<file path="config.mk">
export PLATFORM = sky130hd
export DESIGN_NAME = byte_dump_formatter
export DESIGN_NICKNAME = d
export VERILOG_FILES = /design/src/hw/rtl/bfmt_pkg.sv /design/src/hw/rtl/bfmt_front.sv /design/src/hw/rtl/bfmt_cmd_fifo.sv /design/src/hw/rtl/bfmt_back.sv /design/src/hw/rtl/byte_dump_formatter.sv
export VERILOG_INCLUDE_DIRS = /design/src /design/src/hw/rtl
export SDC_FILE = /design/constraint.sdc
export NUM_CORES = 1
export LEC_CHECK = 0
export BUFFER_PORTS_ARGS = -buffer_cell sky130_fd_sc_hd__buf_2
export CAP_MARGIN = 40
export CORE_MARGIN = 2
export CORE_UTILIZATION = 40
export CTS_CLUSTER_SIZE = 8
export DETAILED_ROUTE_END_ITERATION = 12
export HOLD_SLACK_MARGIN = 0.02
export PLACE_DENSITY = 0.58
export RECOVER_POWER = 25
export SYNTH_ARGS = -nofsm -noshare
export SYNTH_HDL_FRONTEND = slang
export SYNTH_HIERARCHICAL = 1
export SYNTH_SLANG_ARGS = --single-unit
</file>
<file path="constraint.sdc">
create_clock -name clk -period 3.8 [get_ports clk]
set_clock_uncertainty 0.1 [all_clocks]
set_input_delay 0.76 -clock clk [delete_from_list [all_inputs] [get_ports clk]]
set_output_delay 0.76 -clock clk [all_outputs]
set_load 0.005 [all_outputs]
</file>
<file path="src/hw/rtl/assert_macros.svh">
// Assertion macros shared by the RTL modules of the byte dump formatter.
`ifndef ASSERT_MACROS_SVH
`define ASSERT_MACROS_SVH

// Checks that an expression holds at every clock edge outside reset.
`define ASSERT_ALWAYS(lbl, expr, msg) \
    lbl: assert property (@(posedge clk) disable iff (!rst_n) (expr)) else $error(msg);

// Checks that a condition is followed by a consequence in the next clock cycle.
`define ASSERT_NEXT(lbl, ante, cons, msg) \
    lbl: assert property (@(posedge clk) disable iff (!rst_n) (ante) |=> (cons)) \
        else $error(msg);

`endif

</file>
<file path="src/hw/rtl/bfmt_pkg.sv">
// Package with the types, constants and helper functions of the byte dump formatter.
package bfmt_pkg;

    localparam int DEF_BYTES_PER_LINE = 16;
    localparam int DEF_OFFSET_DIGITS  = 6;
    localparam int COUNT_W            = 24;
    localparam int DIG_IDX_W          = 3;
    localparam int CMD_DEPTH          = 4;
    localparam int CMD_PTR_W          = $clog2(CMD_DEPTH);

    localparam logic REQ_DATA = 1'b0;
    localparam logic REQ_END  = 1'b1;

    localparam logic [7:0] CH_0       = 8'h30;
    localparam logic [7:0] CH_A_LOW   = 8'h61;
    localparam logic [7:0] CH_SPACE   = 8'h20;
    localparam logic [7:0] CH_NEWLINE = 8'h0a;

    typedef struct packed {
        logic       req_type;
        logic [7:0] data_byte;
    } in_item_t;

    typedef struct packed {
        logic [7:0] out_char;
        logic       last_of_run;
    } out_item_t;

    typedef struct packed {
        logic               is_end;
        logic               lead_nl;
        logic               need_offset;
        logic               nl_after;
        logic               hex_mode;
        logic [7:0]         data_byte;
        logic [COUNT_W-1:0] offset;
    } cmd_t;

    typedef enum logic [2:0] {
        S_IDLE,
        S_LEAD_NL,
        S_OFFSET,
        S_SEP,
        S_SPACE,
        S_DIG,
        S_TRAIL_NL
    } bfmt_state_t;

    function automatic logic [7:0] hex_char(input logic [3:0] nib);
        logic [7:0] ch;
        if (nib < 4'd10)
        begin
            ch = CH_0 + {4'b0000, nib};
        end
        else
        begin
            ch = CH_A_LOW + {4'b0000, nib} - 8'd10;
        end
        return ch;
    endfunction

endpackage

</file>
<file path="src/hw/rtl/bfmt_front.sv">
// Front end: accepts input items, tracks the byte count and line position, builds commands.
`include "assert_macros.svh"

module bfmt_front
    import bfmt_pkg::*;
#(
    parameter int BYTES_PER_LINE = DEF_BYTES_PER_LINE
)
(
    input  logic     clk,
    input  logic     rst_n,
    input  logic     push,
    output logic     full,
    input  in_item_t din,
    input  logic     cfg_we,
    input  logic     cfg_data,
    output logic     cmd_push,
    output cmd_t     cmd,
    input  logic     cmd_full
);

    localparam int POS_W = (BYTES_PER_LINE > 1) ? $clog2(BYTES_PER_LINE) : 1;

    logic [COUNT_W-1:0] count_reg, count_next, count_inc;
    logic [POS_W-1:0]   pos_reg, pos_next, pos_inc;
    logic               hex_mode_reg, hex_mode_next;
    logic               accept;

    assign full   = cmd_full;
    assign accept = push && !cmd_full;

    always_comb
    begin
        count_inc = count_reg + COUNT_W'(1);
        if ((pos_reg == POS_W'(BYTES_PER_LINE - 1)) || (count_inc == '0))
        begin
            pos_inc = '0;
        end
        else
        begin
            pos_inc = pos_reg + POS_W'(1);
        end
    end

    always_comb
    begin
        cmd.is_end      = (din.req_type == REQ_END);
        cmd.lead_nl     = (pos_reg != '0);
        cmd.need_offset = (pos_reg == '0);
        cmd.nl_after    = (pos_inc == '0);
        cmd.hex_mode    = hex_mode_reg;
        cmd.data_byte   = din.data_byte;
        cmd.offset      = count_reg;
    end

    assign cmd_push = accept;

    always_comb
    begin
        count_next    = count_reg;
        pos_next      = pos_reg;
        hex_mode_next = hex_mode_reg;
        if (cfg_we)
        begin
            hex_mode_next = cfg_data;
        end
        if (accept)
        begin
            if (din.req_type == REQ_END)
            begin
                count_next = '0;
                pos_next   = '0;
            end
            else
            begin
                count_next = count_inc;
                pos_next   = pos_inc;
            end
        end
    end

    always_ff @(posedge clk or negedge rst_n)
    begin
        if (!rst_n)
        begin
            count_reg    <= '0;
            pos_reg      <= '0;
            hex_mode_reg <= 1'b1;
        end
        else
        begin
            count_reg    <= count_next;
            pos_reg      <= pos_next;
            hex_mode_reg <= hex_mode_next;
        end
    end

    `ASSERT_ALWAYS(a_pos_in_range, pos_reg <= POS_W'(BYTES_PER_LINE - 1), "line position out of range")
    `ASSERT_NEXT(a_end_clears, accept && (din.req_type == REQ_END), (count_reg == '0) && (pos_reg == '0), "end of input did not clear the count")

endmodule

</file>
<file path="src/hw/rtl/bfmt_cmd_fifo.sv">
// Short command queue between the front end and the character sequencer.
`include "assert_macros.svh"

module bfmt_cmd_fifo
    import bfmt_pkg::*;
(
    input  logic clk,
    input  logic rst_n,
    input  logic wr_en,
    input  cmd_t wr_cmd,
    output logic full,
    input  logic rd_en,
    output cmd_t rd_cmd,
    output logic valid
);

    cmd_t                 mem_reg [CMD_DEPTH];
    logic [CMD_PTR_W-1:0] wr_ptr_reg, wr_ptr_next;
    logic [CMD_PTR_W-1:0] rd_ptr_reg, rd_ptr_next;
    logic [CMD_PTR_W:0]   count_reg, count_next;
    logic                 do_wr, do_rd;

    assign full   = (count_reg == (CMD_PTR_W + 1)'(CMD_DEPTH));
    assign valid  = (count_reg != '0);
    assign do_wr  = wr_en && !full;
    assign do_rd  = rd_en && valid;
    assign rd_cmd = mem_reg[rd_ptr_reg];

    always_comb
    begin
        wr_ptr_next = do_wr ? wr_ptr_reg + CMD_PTR_W'(1) : wr_ptr_reg;
        rd_ptr_next = do_rd ? rd_ptr_reg + CMD_PTR_W'(1) : rd_ptr_reg;
        count_next  = count_reg;
        if (do_wr && !do_rd)
        begin
            count_next = count_reg + (CMD_PTR_W + 1)'(1);
        end
        else if (do_rd && !do_wr)
        begin
            count_next = count_reg - (CMD_PTR_W + 1)'(1);
        end
    end

    always_ff @(posedge clk)
    begin
        if (do_wr)
        begin
            mem_reg[wr_ptr_reg] <= wr_cmd;
        end
    end

    always_ff @(posedge clk or negedge rst_n)
    begin
        if (!rst_n)
        begin
            wr_ptr_reg <= '0;
            rd_ptr_reg <= '0;
            count_reg  <= '0;
        end
        else
        begin
            wr_ptr_reg <= wr_ptr_next;
            rd_ptr_reg <= rd_ptr_next;
            count_reg  <= count_next;
        end
    end

    `ASSERT_ALWAYS(a_count_bound, count_reg <= (CMD_PTR_W + 1)'(CMD_DEPTH), "command queue overfilled")

endmodule

</file>
<file path="src/hw/rtl/bfmt_back.sv">
// Back end: steps through each command and produces one dump character per cycle while the output is empty or popped.
`include "assert_macros.svh"

module bfmt_back
    import bfmt_pkg::*;
#(
    parameter int OFFSET_DIGITS = DEF_OFFSET_DIGITS
)
(
    input  logic      clk,
    input  logic      rst_n,
    input  logic      cmd_valid,
    input  cmd_t      cmd_in,
    output logic      cmd_pop,
    output logic      empty,
    input  logic      pop,
    output out_item_t dout
);

    bfmt_state_t          state_reg, state_next;
    cmd_t                 cmd_reg, cmd_next;
    logic [DIG_IDX_W-1:0] idx_reg, idx_next;
    logic                 out_valid_reg, out_valid_next;
    out_item_t            out_reg, out_next;
    logic                 emit_ok, emit;
    logic [7:0]           ch;
    logic                 ch_last;
    logic [31:0]          offset_ext;
    logic [3:0]           nib;
    logic [2:0]           oct;

    function automatic bfmt_state_t first_state(input cmd_t c);
        bfmt_state_t s;
        if (c.is_end)
        begin
            s = c.lead_nl ? S_LEAD_NL : S_OFFSET;
        end
        else
        begin
            s = c.need_offset ? S_OFFSET : S_SPACE;
        end
        return s;
    endfunction

    assign emit_ok = !out_valid_reg || pop;

    always_comb
    begin
        offset_ext = {{(32 - COUNT_W){1'b0}}, cmd_reg.offset};
        nib        = offset_ext[idx_reg * 4 +: 4];
        case (idx_reg)
            3'd2:    oct = {1'b0, cmd_reg.data_byte[7:6]};
            3'd1:    oct = cmd_reg.data_byte[5:3];
            default: oct = cmd_reg.data_byte[2:0];
        endcase
        ch      = CH_SPACE;
        ch_last = 1'b0;
        case (state_reg)
            S_LEAD_NL:  ch = CH_NEWLINE;
            S_OFFSET:   ch = hex_char(nib);
            S_SEP:      ch = CH_SPACE;
            S_SPACE:    ch = CH_SPACE;
            S_DIG:
            begin
                if (cmd_reg.hex_mode)
                begin
                    ch = (idx_reg == '0) ? hex_char(cmd_reg.data_byte[3:0])
                                         : hex_char(cmd_reg.data_byte[7:4]);
                end
                else
                begin
                    ch = CH_0 | {5'b00000, oct};
                end
                ch_last = (idx_reg == '0) && !cmd_reg.nl_after;
            end
            S_TRAIL_NL:
            begin
                ch      = CH_NEWLINE;
                ch_last = 1'b1;
            end
            default:    ch = CH_SPACE;
        endcase
    end

    always_comb
    begin
        state_next = state_reg;
        cmd_next   = cmd_reg;
        idx_next   = idx_reg;
        cmd_pop    = 1'b0;
        emit       = 1'b0;
        case (state_reg)
            S_IDLE:
            begin
                if (cmd_valid)
                begin
                    cmd_pop    = 1'b1;
                    cmd_next   = cmd_in;
                    idx_next   = DIG_IDX_W'(OFFSET_DIGITS - 1);
                    state_next = first_state(cmd_in);
                end
            end
            default:
            begin
                if (emit_ok)
                begin
                    emit = 1'b1;
                    if (ch_last)
                    begin
                        if (cmd_valid)
                        begin
                            cmd_pop    = 1'b1;
                            cmd_next   = cmd_in;
                            idx_next   = DIG_IDX_W'(OFFSET_DIGITS - 1);
                            state_next = first_state(cmd_in);
                        end
                        else
                        begin
                            state_next = S_IDLE;
                        end
                    end
                    else
                    begin
                        case (state_reg)
                            S_LEAD_NL:
                            begin
                                state_next = S_OFFSET;
                            end
                            S_OFFSET:
                            begin
                                if (idx_reg == '0)
                                begin
                                    state_next = cmd_reg.is_end ? S_TRAIL_NL : S_SEP;
                                end
                                else
                                begin
                                    idx_next = idx_reg - DIG_IDX_W'(1);
                                end
                            end
                            S_SEP:
                            begin
                                state_next = S_SPACE;
                            end
                            S_SPACE:
                            begin
                                state_next = S_DIG;
                                idx_next   = cmd_reg.hex_mode ? DIG_IDX_W'(1) : DIG_IDX_W'(2);
                            end
                            S_DIG:
                            begin
                                if (idx_reg == '0)
                                begin
                                    state_next = S_TRAIL_NL;
                                end
                                else
                                begin
                                    idx_next = idx_reg - DIG_IDX_W'(1);
                                end
                            end
                            default:
                            begin
                                state_next = S_IDLE;
                            end
                        endcase
                    end
                end
            end
        endcase
    end

    always_comb
    begin
        out_valid_next = out_valid_reg;
        out_next       = out_reg;
        if (emit)
        begin
            out_valid_next       = 1'b1;
            out_next.out_char    = ch;
            out_next.last_of_run = ch_last;
        end
        else if (pop)
        begin
            out_valid_next = 1'b0;
        end
    end

    assign empty = !out_valid_reg;
    assign dout  = out_reg;

    always_ff @(posedge clk)
    begin
        cmd_reg <= cmd_next;
        out_reg <= out_next;
    end

    always_ff @(posedge clk or negedge rst_n)
    begin
        if (!rst_n)
        begin
            state_reg     <= S_IDLE;
            idx_reg       <= '0;
            out_valid_reg <= 1'b0;
        end
        else
        begin
            state_reg     <= state_next;
            idx_reg       <= idx_next;
            out_valid_reg <= out_valid_next;
        end
    end

    `ASSERT_NEXT(a_idle_pickup, (state_reg == S_IDLE) && cmd_valid, state_reg != S_IDLE, "pending command not picked up")

endmodule

</file>
<file path="src/hw/rtl/byte_dump_formatter.sv">
// Byte dump formatter: turns a byte stream into hex or octal dump text.
// Input side is a queue: an item (req_type, data_byte) transfers when push is
// high and full is low. A data byte yields a space and two hex or three octal
// digits, led by the six-digit hex offset and a space at the start of each line
// and followed by a newline when it completes a line. An end-of-input item
// closes a partial line, prints the final count and a newline, and clears it.
// Result side is a queue: the oldest character is on dout while empty is low
// and transfers when pop is high; last_of_run marks the final character of an
// input item. The cfg port writes the hex_mode register (1 hex, 0 octal).
// The character sequencer emits one character per cycle while dout is popped or
// empty, about 3.5 characters per byte in hex and 4.5 in octal on full lines.
// With the queues empty, the first character of an item passes the command queue,
// the sequencer's command register and the output register. A four-entry command
// queue lets input run ahead while the receiver stalls; full rises once it fills.
// Reset clears the byte count, sets hex mode and empties both queues.
module byte_dump_formatter
    import bfmt_pkg::*;
#(
    parameter int BYTES_PER_LINE = DEF_BYTES_PER_LINE,
    parameter int OFFSET_DIGITS  = DEF_OFFSET_DIGITS
)
(
    input  logic      clk,
    input  logic      rst_n,
    input  logic      push,
    output logic      full,
    input  in_item_t  din,
    output logic      empty,
    input  logic      pop,
    output out_item_t dout,
    input  logic      cfg_we,
    input  logic      cfg_data
);

    logic cmd_push, cmd_full, cmd_valid, cmd_pop;
    cmd_t cmd_wr, cmd_rd;

    bfmt_front #(
        .BYTES_PER_LINE(BYTES_PER_LINE)
    ) u_front (
        .clk      (clk),
        .rst_n    (rst_n),
        .push     (push),
        .full     (full),
        .din      (din),
        .cfg_we   (cfg_we),
        .cfg_data (cfg_data),
        .cmd_push (cmd_push),
        .cmd      (cmd_wr),
        .cmd_full (cmd_full)
    );

    bfmt_cmd_fifo u_fifo (
        .clk    (clk),
        .rst_n  (rst_n),
        .wr_en  (cmd_push),
        .wr_cmd (cmd_wr),
        .full   (cmd_full),
        .rd_en  (cmd_pop),
        .rd_cmd (cmd_rd),
        .valid  (cmd_valid)
    );

    bfmt_back #(
        .OFFSET_DIGITS(OFFSET_DIGITS)
    ) u_back (
        .clk       (clk),
        .rst_n     (rst_n),
        .cmd_valid (cmd_valid),
        .cmd_in    (cmd_rd),
        .cmd_pop   (cmd_pop),
        .empty     (empty),
        .pop       (pop),
        .dout      (dout)
    );

endmodule
</file>
Word level (Yosys, flattened, before mapping)
Memory sizes are Yosys's and may differ from the RTL's.
Cells that the tools add are included.
{"block": "totals", "reg_bits": 89, "mem_bits_rw": 148, "in_bits": 15, "output_inout_bits": 11, "elab_cells": 129, "n_memories": 1}
{"block": "classes", "n_addsub": 16, "order_cmp": 3, "n_eq_ne": 14, "shift": 1, "mux": 46, "n_reduce_logical": 30}
{"memory": "u_fifo.mem_reg", "words": 4, "word_bits": 37, "rd": 1, "rd_clocked_by_memory_dff": 0, "write_ports": 1, "line_no": "bfmt_cmd_fifo.sv:17", "text": "cmd_t mem_reg [CMD_DEPTH];"}
{"operator": "$mux W37", "n": 4}
{"operator": "$mux W3", "n": 17}
{"operator": "$mux W8", "n": 5}
{"operator": "$shiftx A32 B6 Y4", "n": 1}
{"operator": "$add A24 B1 Y24 const B", "n": 1}
{"operator": "$add A7 B4 Y8 const A", "n": 3}
{"operator": "$logic_not A24 Y1", "n": 1}
{"operator": "$mux W24", "n": 1}
{"operator": "$pmux W8 S3", "n": 1}
{"operator": "$sub A8 B4 Y8 const B", "n": 3}
{"operator": "$add A6 B4 Y7 const A", "n": 3}
{"operator": "$pmux W3 S5", "n": 1}
{"operator": "$eq A3 B3 Y1 const B", "n": 4}
{"operator": "$lt A4 B4 Y1 const B", "n": 3}
{"operator": "$pmux W3 S2", "n": 2}
{"operator": "$mux W1", "n": 10}
{"operator": "$eq A3 B2 Y1 const B", "n": 3}
{"operator": "$logic_not A4 Y1", "n": 2}
{"operator": "$mux W4", "n": 2}
{"operator": "$reduce_bool A2 Y1", "n": 4}
{"operator": "$reduce_bool A4 Y1", "n": 2}
{"operator": "$eq A3 B1 Y1 const B", "n": 2}
{"operator": "$logic_and A1 B1 Y1", "n": 6}
{"operator": "$logic_not A3 Y1", "n": 2}
{"operator": "18 further kinds", "n": 27}

Longest topological paths before layout
{"block": "logic_depth", "ltp_word": 10, "depth_mapped": 14, "ltp_nobuf": 13}

Modules after synthesis
Netlist, hierarchy kept.
{"module": "bfmt_cmd_fifo", "instances": 1, "cells_per_inst": 229, "area_per_inst_um2": 5750.5, "seq_area_each_um2": 4619.4}
{"module": "bfmt_back", "instances": 1, "cells_per_inst": 224, "area_per_inst_um2": 2682.6, "seq_area_each_um2": 1466.4}
{"module": "bfmt_front", "instances": 1, "cells_per_inst": 248, "area_per_inst_um2": 2018.2, "seq_area_each_um2": 726.9}

Least setup slack after synthesis
OpenSTA, ideal clock, no wires.
{"block": "synth_path", "path_type": "input to register", "start": "input port push", "end": "memory u_fifo/mem_reg[3][0] (netlist name), enable pin", "setup_ps": 431, "arrival_time_ps": 2914, "required_ps": 3269, "path_slack_ps": 355, "path_stages": 6, "n_path_buf": 2, "cell_sequence": "nand2b_1 > clkbuf_1 > inv_1 > clkbuf_1 > nand2_1 > nor2_1"}
{"block": "synth_via", "elab_chain_len": 4}
{"item": "start, declared", "line_no": "byte_dump_formatter.sv:25", "text": "input logic push,"}
{"item": "$logic_and A1 B1 Y1", "line_no": "bfmt_front.sv:30", "text": "assign accept = push && !cmd_full;"}
{"item": "via cmd_push", "line_no": "byte_dump_formatter.sv:35", "text": "logic cmd_push, cmd_full, cmd_valid, cmd_pop;"}
{"item": "$logic_and A1 B1 Y1", "line_no": "bfmt_cmd_fifo.sv:25", "text": "assign do_wr = wr_en && !full;"}
{"item": "$mux W1", "line_no": "bfmt_cmd_fifo.sv:46", "text": "if (do_wr)"}
{"item": "$mux W1 (implied by the code)", "line_no": "bfmt_cmd_fifo.sv:48", "text": "mem_reg[wr_ptr_reg] <= wr_cmd;"}
{"item": "end, declared", "line_no": "bfmt_cmd_fifo.sv:17"}
The timed path passes the listed nets, and every way through them passes these cells.

Final worst setup path
{"block": "layout_path", "start": "register u_front.count_reg[0]", "end": "register u_front.pos_reg[1]"}
{"block": "layout_via", "elab_chain_len": 5}
{"item": "start, declared", "line_no": "bfmt_front.sv:24", "text": "logic [COUNT_W-1:0] count_reg, count_next, count_inc;"}
{"item": "start signal, assigned", "line_no": "bfmt_front.sv:92", "text": "count_reg <= count_next;"}
{"item": "$add A24 B1 Y24", "line_no": "bfmt_front.sv:34", "text": "count_inc = count_reg + COUNT_W'(1);"}
{"item": "$logic_not A24 Y1", "line_no": "bfmt_front.sv:35", "text": "if ((pos_reg == POS_W'(BYTES_PER_LINE - 1)) || (count_inc == '0))"}
{"item": "$logic_or A1 B1 Y1", "line_no": "bfmt_front.sv:35"}
{"item": "$mux W4", "line_no": "bfmt_front.sv:35"}
{"item": "$mux W4", "line_no": "bfmt_front.sv:69", "text": "if (din.req_type == REQ_END)"}
{"item": "end signal, assigned", "line_no": "bfmt_front.sv:93", "text": "pos_reg <= pos_next;"}
{"item": "end, declared", "line_no": "bfmt_front.sv:25", "text": "logic [POS_W-1:0] pos_reg, pos_next, pos_inc;"}
Every way passes these cells.
A chain may end at the register's enable or synchronous reset.

==> summary.txt <==
Status
  – Status: finished, violations left
  – Failing checks: capacitance limit, slew limit

STA
  – Tightest Pin Transition: 1.83 ns
  – Unrepaired setup endpoints after global routing: false
  – Final hold vios: 0
  – Setup WS post-layout: 0.600 ns
  – Final hold slack: 0.231 ns
  – Fmax: 312 MHz
  – Tmin final: 3.20 ns
  – Final setup violation count: 0
  – Max Slew Vio Count: 31
  – Rel. slew slack: -22.0%
  – Period utilization: 84.2%
  – Setup TNS: 0 ns

Die
  – Core area: 25800 um2
  – Top Ports: 26
  – Die span in x: 166 um
  – Row cnt: 59
  – Die Area: 27400 um2
  – Die Y: 166 um
  – Initial Utilization: 40.5%

Layout
  – Layout area overhead: 13.3%
  – Antenna cells: 0
  – Filler cells: 2231
  – Final Net Count: 770
  – Layout cells sized above 1: 18.4%
  – Max reg flops: 148
  – Layout Cells excl Fill: 1086
  – Final Core Density: 45.8%
  – Post-route cell area: 11800 um2

Synth
  – Sequential area share after synthesis: 65.2%
  – Synth Register Bits: 234
  – Synth Cell Area: 10500 um2
  – Share of flip-flops with an asynchronous set or reset: 18.4%
  – Post-synth top flop: edfxtp_1
  – Syn Inst Count: 701
  – Syn_nets: 738
  – Unique masters post-synth: 67
  – Post-synth EDFFs: 191
  – Synth Warn #: 6
  – Syn avg cell area: 14.9 um2

Clock tree
  – CTS Buffer Depth: 3
  – CTS Sinks: 234
  – CTS Buf Count: 35
  – Root Buffer Master: clkbuf_16
  – Register clock-pin slew on the reported worst setup and hold paths: 0.05 ns
  – H-tree depth: 2
  – Setup Fix Bufs, Post-CTS: 0
  – TritonCTS clock tree: yes
  – CTS Hold Bufs: 0
  – CTS resizes: 0
  – Latest clock arrival within the worst-skew pair: 0.50 ns

Route
  – Pre-antenna DRT Iters: 5
  – Post-DRT Antenna Nets: 0
  – Routed wire length: 20.9 mm
  – Starting DRT DRC Count: 494
  – # DRC: 0
  – Vias: 5960
  – Vias per cell: 5.49
  – Routed WL per cell: 19.2 um

Global route
  – GRT Total Usage: 15.3%
  – Gr ovfl total: 0
  – Pin count of the biggest net entering global routing: 38
  – First-pass GRT wire length: 33.6 mm
  – Number of global-route vias before repair: 6163
  – Antenna violations before repair: 0

Worst setup path
  – Reg2reg path depth: 8
  – Worst Setup End Kind: flop
  – CP Data Arrival Time: 3.47 ns
  – Crit start category: flop
  – Crit-path max FO: 12
  – CP Class: reg -> reg
  – Worst Path Required: 4.07 ns

Hold path
  – Type of the most critical hold path: in -> async

Placement
  – Pre-CTS setup slack: 0.702 ns
  – Placed cells: 1031
  – PortBufs: 24
  – HPWL after detailed placement: 13.6 mm
  – Placer congestion estimate: 0.818
  – DP Area: 10900 um2

Power and ir drop
  – Leak Pwr: 4.29 nW
  – Design Power: 9.80 mW
  – Worst vdd ir: 0.000470 V
  – Power Density: 827 nW/um2

Job
  – Max_cap viols: 1
path summary, 6_finish.rpt:
path | slack (ns) | from | end
worst max-delay path | 0.60 | u_front/count_reg[0]$_DFFE_PN0P_ | u_front/pos_reg[1]$_DFFE_PN0P_
worst min-delay path | 0.23 | rst_n | u_front/count_reg[15]$_DFFE_PN0P_
worst max register to register | 0.60 | u_front/count_reg[0]$_DFFE_PN0P_ | u_front/pos_reg[1]$_DFFE_PN0P_
worst min register to register | 0.41 | u_fifo/count_reg[2]$_DFFE_PN0P_ | u_fifo/count_reg[2]$_DFFE_PN0P_
max in group asynchronous | 1.06 | rst_n | u_fifo/rd_ptr_reg[0]$_DFFE_PN0P_
min in group clk | 0.38 | pop | u_back/out_valid_reg$_DFFE_PN0P_
power by group:
part / switching, mW / internal (mW) / total (mW)
logic: 1.60 / 1.26 / 2.86
registers: 0.458 / 3.72 / 4.18
clock network: 1.03 / 1.73 / 2.76
total: 3.08 / 6.71 / 9.80
logic make-up (layout without fill, tap and decap cells):
logic type / count (synthesis) / in the layout / share of synthesized area (%)
AOI/OAI and AO/OA: 138 / 138 / 8.50
xor gates and xnor gates: 15 / 15 / 1.26
adders and majority gates: 22 / 22 / 2.71
buffers and inverters: 74 / 124 / 3.53
DFF: 234 / 234 / 65.2
muxes: 64 / 64 / 11.0
other: 1 / 1 / 0.0359
and+or+nand+nor: 153 / 153 / 7.78
layout by cell type (no fill, tap or decap), types with 5 or more instances in the layout:
| cell | n |
|---|---|
| a21oi_1 | 27 |
| a22o_1 | 6 |
| a22oi_1 | 5 |
| a31oi_1 | 10 |
| and3_1 | 5 |
| buf_2 | 15 |
| buf_4 | 15 |
| clkbuf_1 | 26 |
| clkbuf_16 | 36 |
| dfrtp_1 | 41 |
| edfxtp_1 | 191 |
| ha_1 | 21 |
| inv_1 | 29 |
| mux2_2 | 11 |
| mux2i_1 | 11 |
| mux4_2 | 37 |
| nand2_1 | 44 |
| nand2b_1 | 6 |
| nand3_1 | 12 |
| nand4_1 | 11 |
| nor2_1 | 30 |
| nor2b_1 | 10 |
| nor3_1 | 5 |
| o21ai_0 | 48 |
| o31ai_1 | 5 |
| xnor2_1 | 11 |
layer usage:
layer / up-vias / GRT usage (%) / wire length, um
met1: 2988 / 20.5 / 9400
met2: 167 / 25.6 / 10200
li1: 2768 / - / -
met4: 0 / 4.50 / 418
met5: - / 0 / 0
met3: 37 / 2.70 / 896
cell type report:
type,instances,area (um2),share of cell area (%)
clock buffer,52,961,8.11
clock inverter,3,32.5,0.275
inverter,29,109,0.919
multi-input combinational,393,3280,27.7
sequential,234,6810,57.5
tap,335,419,3.54
timing repair buffer,40,225,1.90
worst max-delay path, cell delays in order, from the launching register on:
cell      delay (ns)
dfrtp_1         0.55
ha_1            0.33
nand3_1         0.31
nor3_2          0.53
nand4_1         0.30
o21bai_1        0.24
a21oi_1         0.15
nand4_1         0.24
a41o_1          0.32
Yosys cell counts, types with 4 or more instances:
library cell | number | share of area, %
a22oi_1 | 5 | 0.36
xnor2_1 | 11 | 0.92
buf_4 | 14 | 1.0
buf_6 | 4 | 0.43
o31ai_1 | 5 | 0.36
or3_1 | 4 | 0.24
o21ai_0 | 48 | 2.3
nor3_1 | 5 | 0.24
a22o_1 | 6 | 0.50
mux2i_1 | 11 | 1.1
edfxtp_1 | 191 | 55
and3_1 | 5 | 0.30
xor2_1 | 4 | 0.34
nand2b_1 | 6 | 0.36
nor4_1 | 4 | 0.24
and2_1 | 5 | 0.30
nor2_1 | 31 | 1.1
a211oi_1 | 4 | 0.29
a31oi_1 | 10 | 0.60
clkbuf_1 | 20 | 0.72
mux4_2 | 37 | 8.0
a21oi_1 | 27 | 1.3
mux2_2 | 11 | 1.2
a21o_1 | 4 | 0.29
or2_2 | 4 | 0.24
inv_1 | 29 | 1.0
nand2_1 | 44 | 1.6
buf_2 | 7 | 0.34
ha_1 | 21 | 2.5
nor2b_1 | 10 | 0.60
nand3_1 | 12 | 0.57
nand4_1 | 11 | 0.66
dfrtp_1 | 42 | 10
Note: power is estimated with default switching activity, not from simulation.
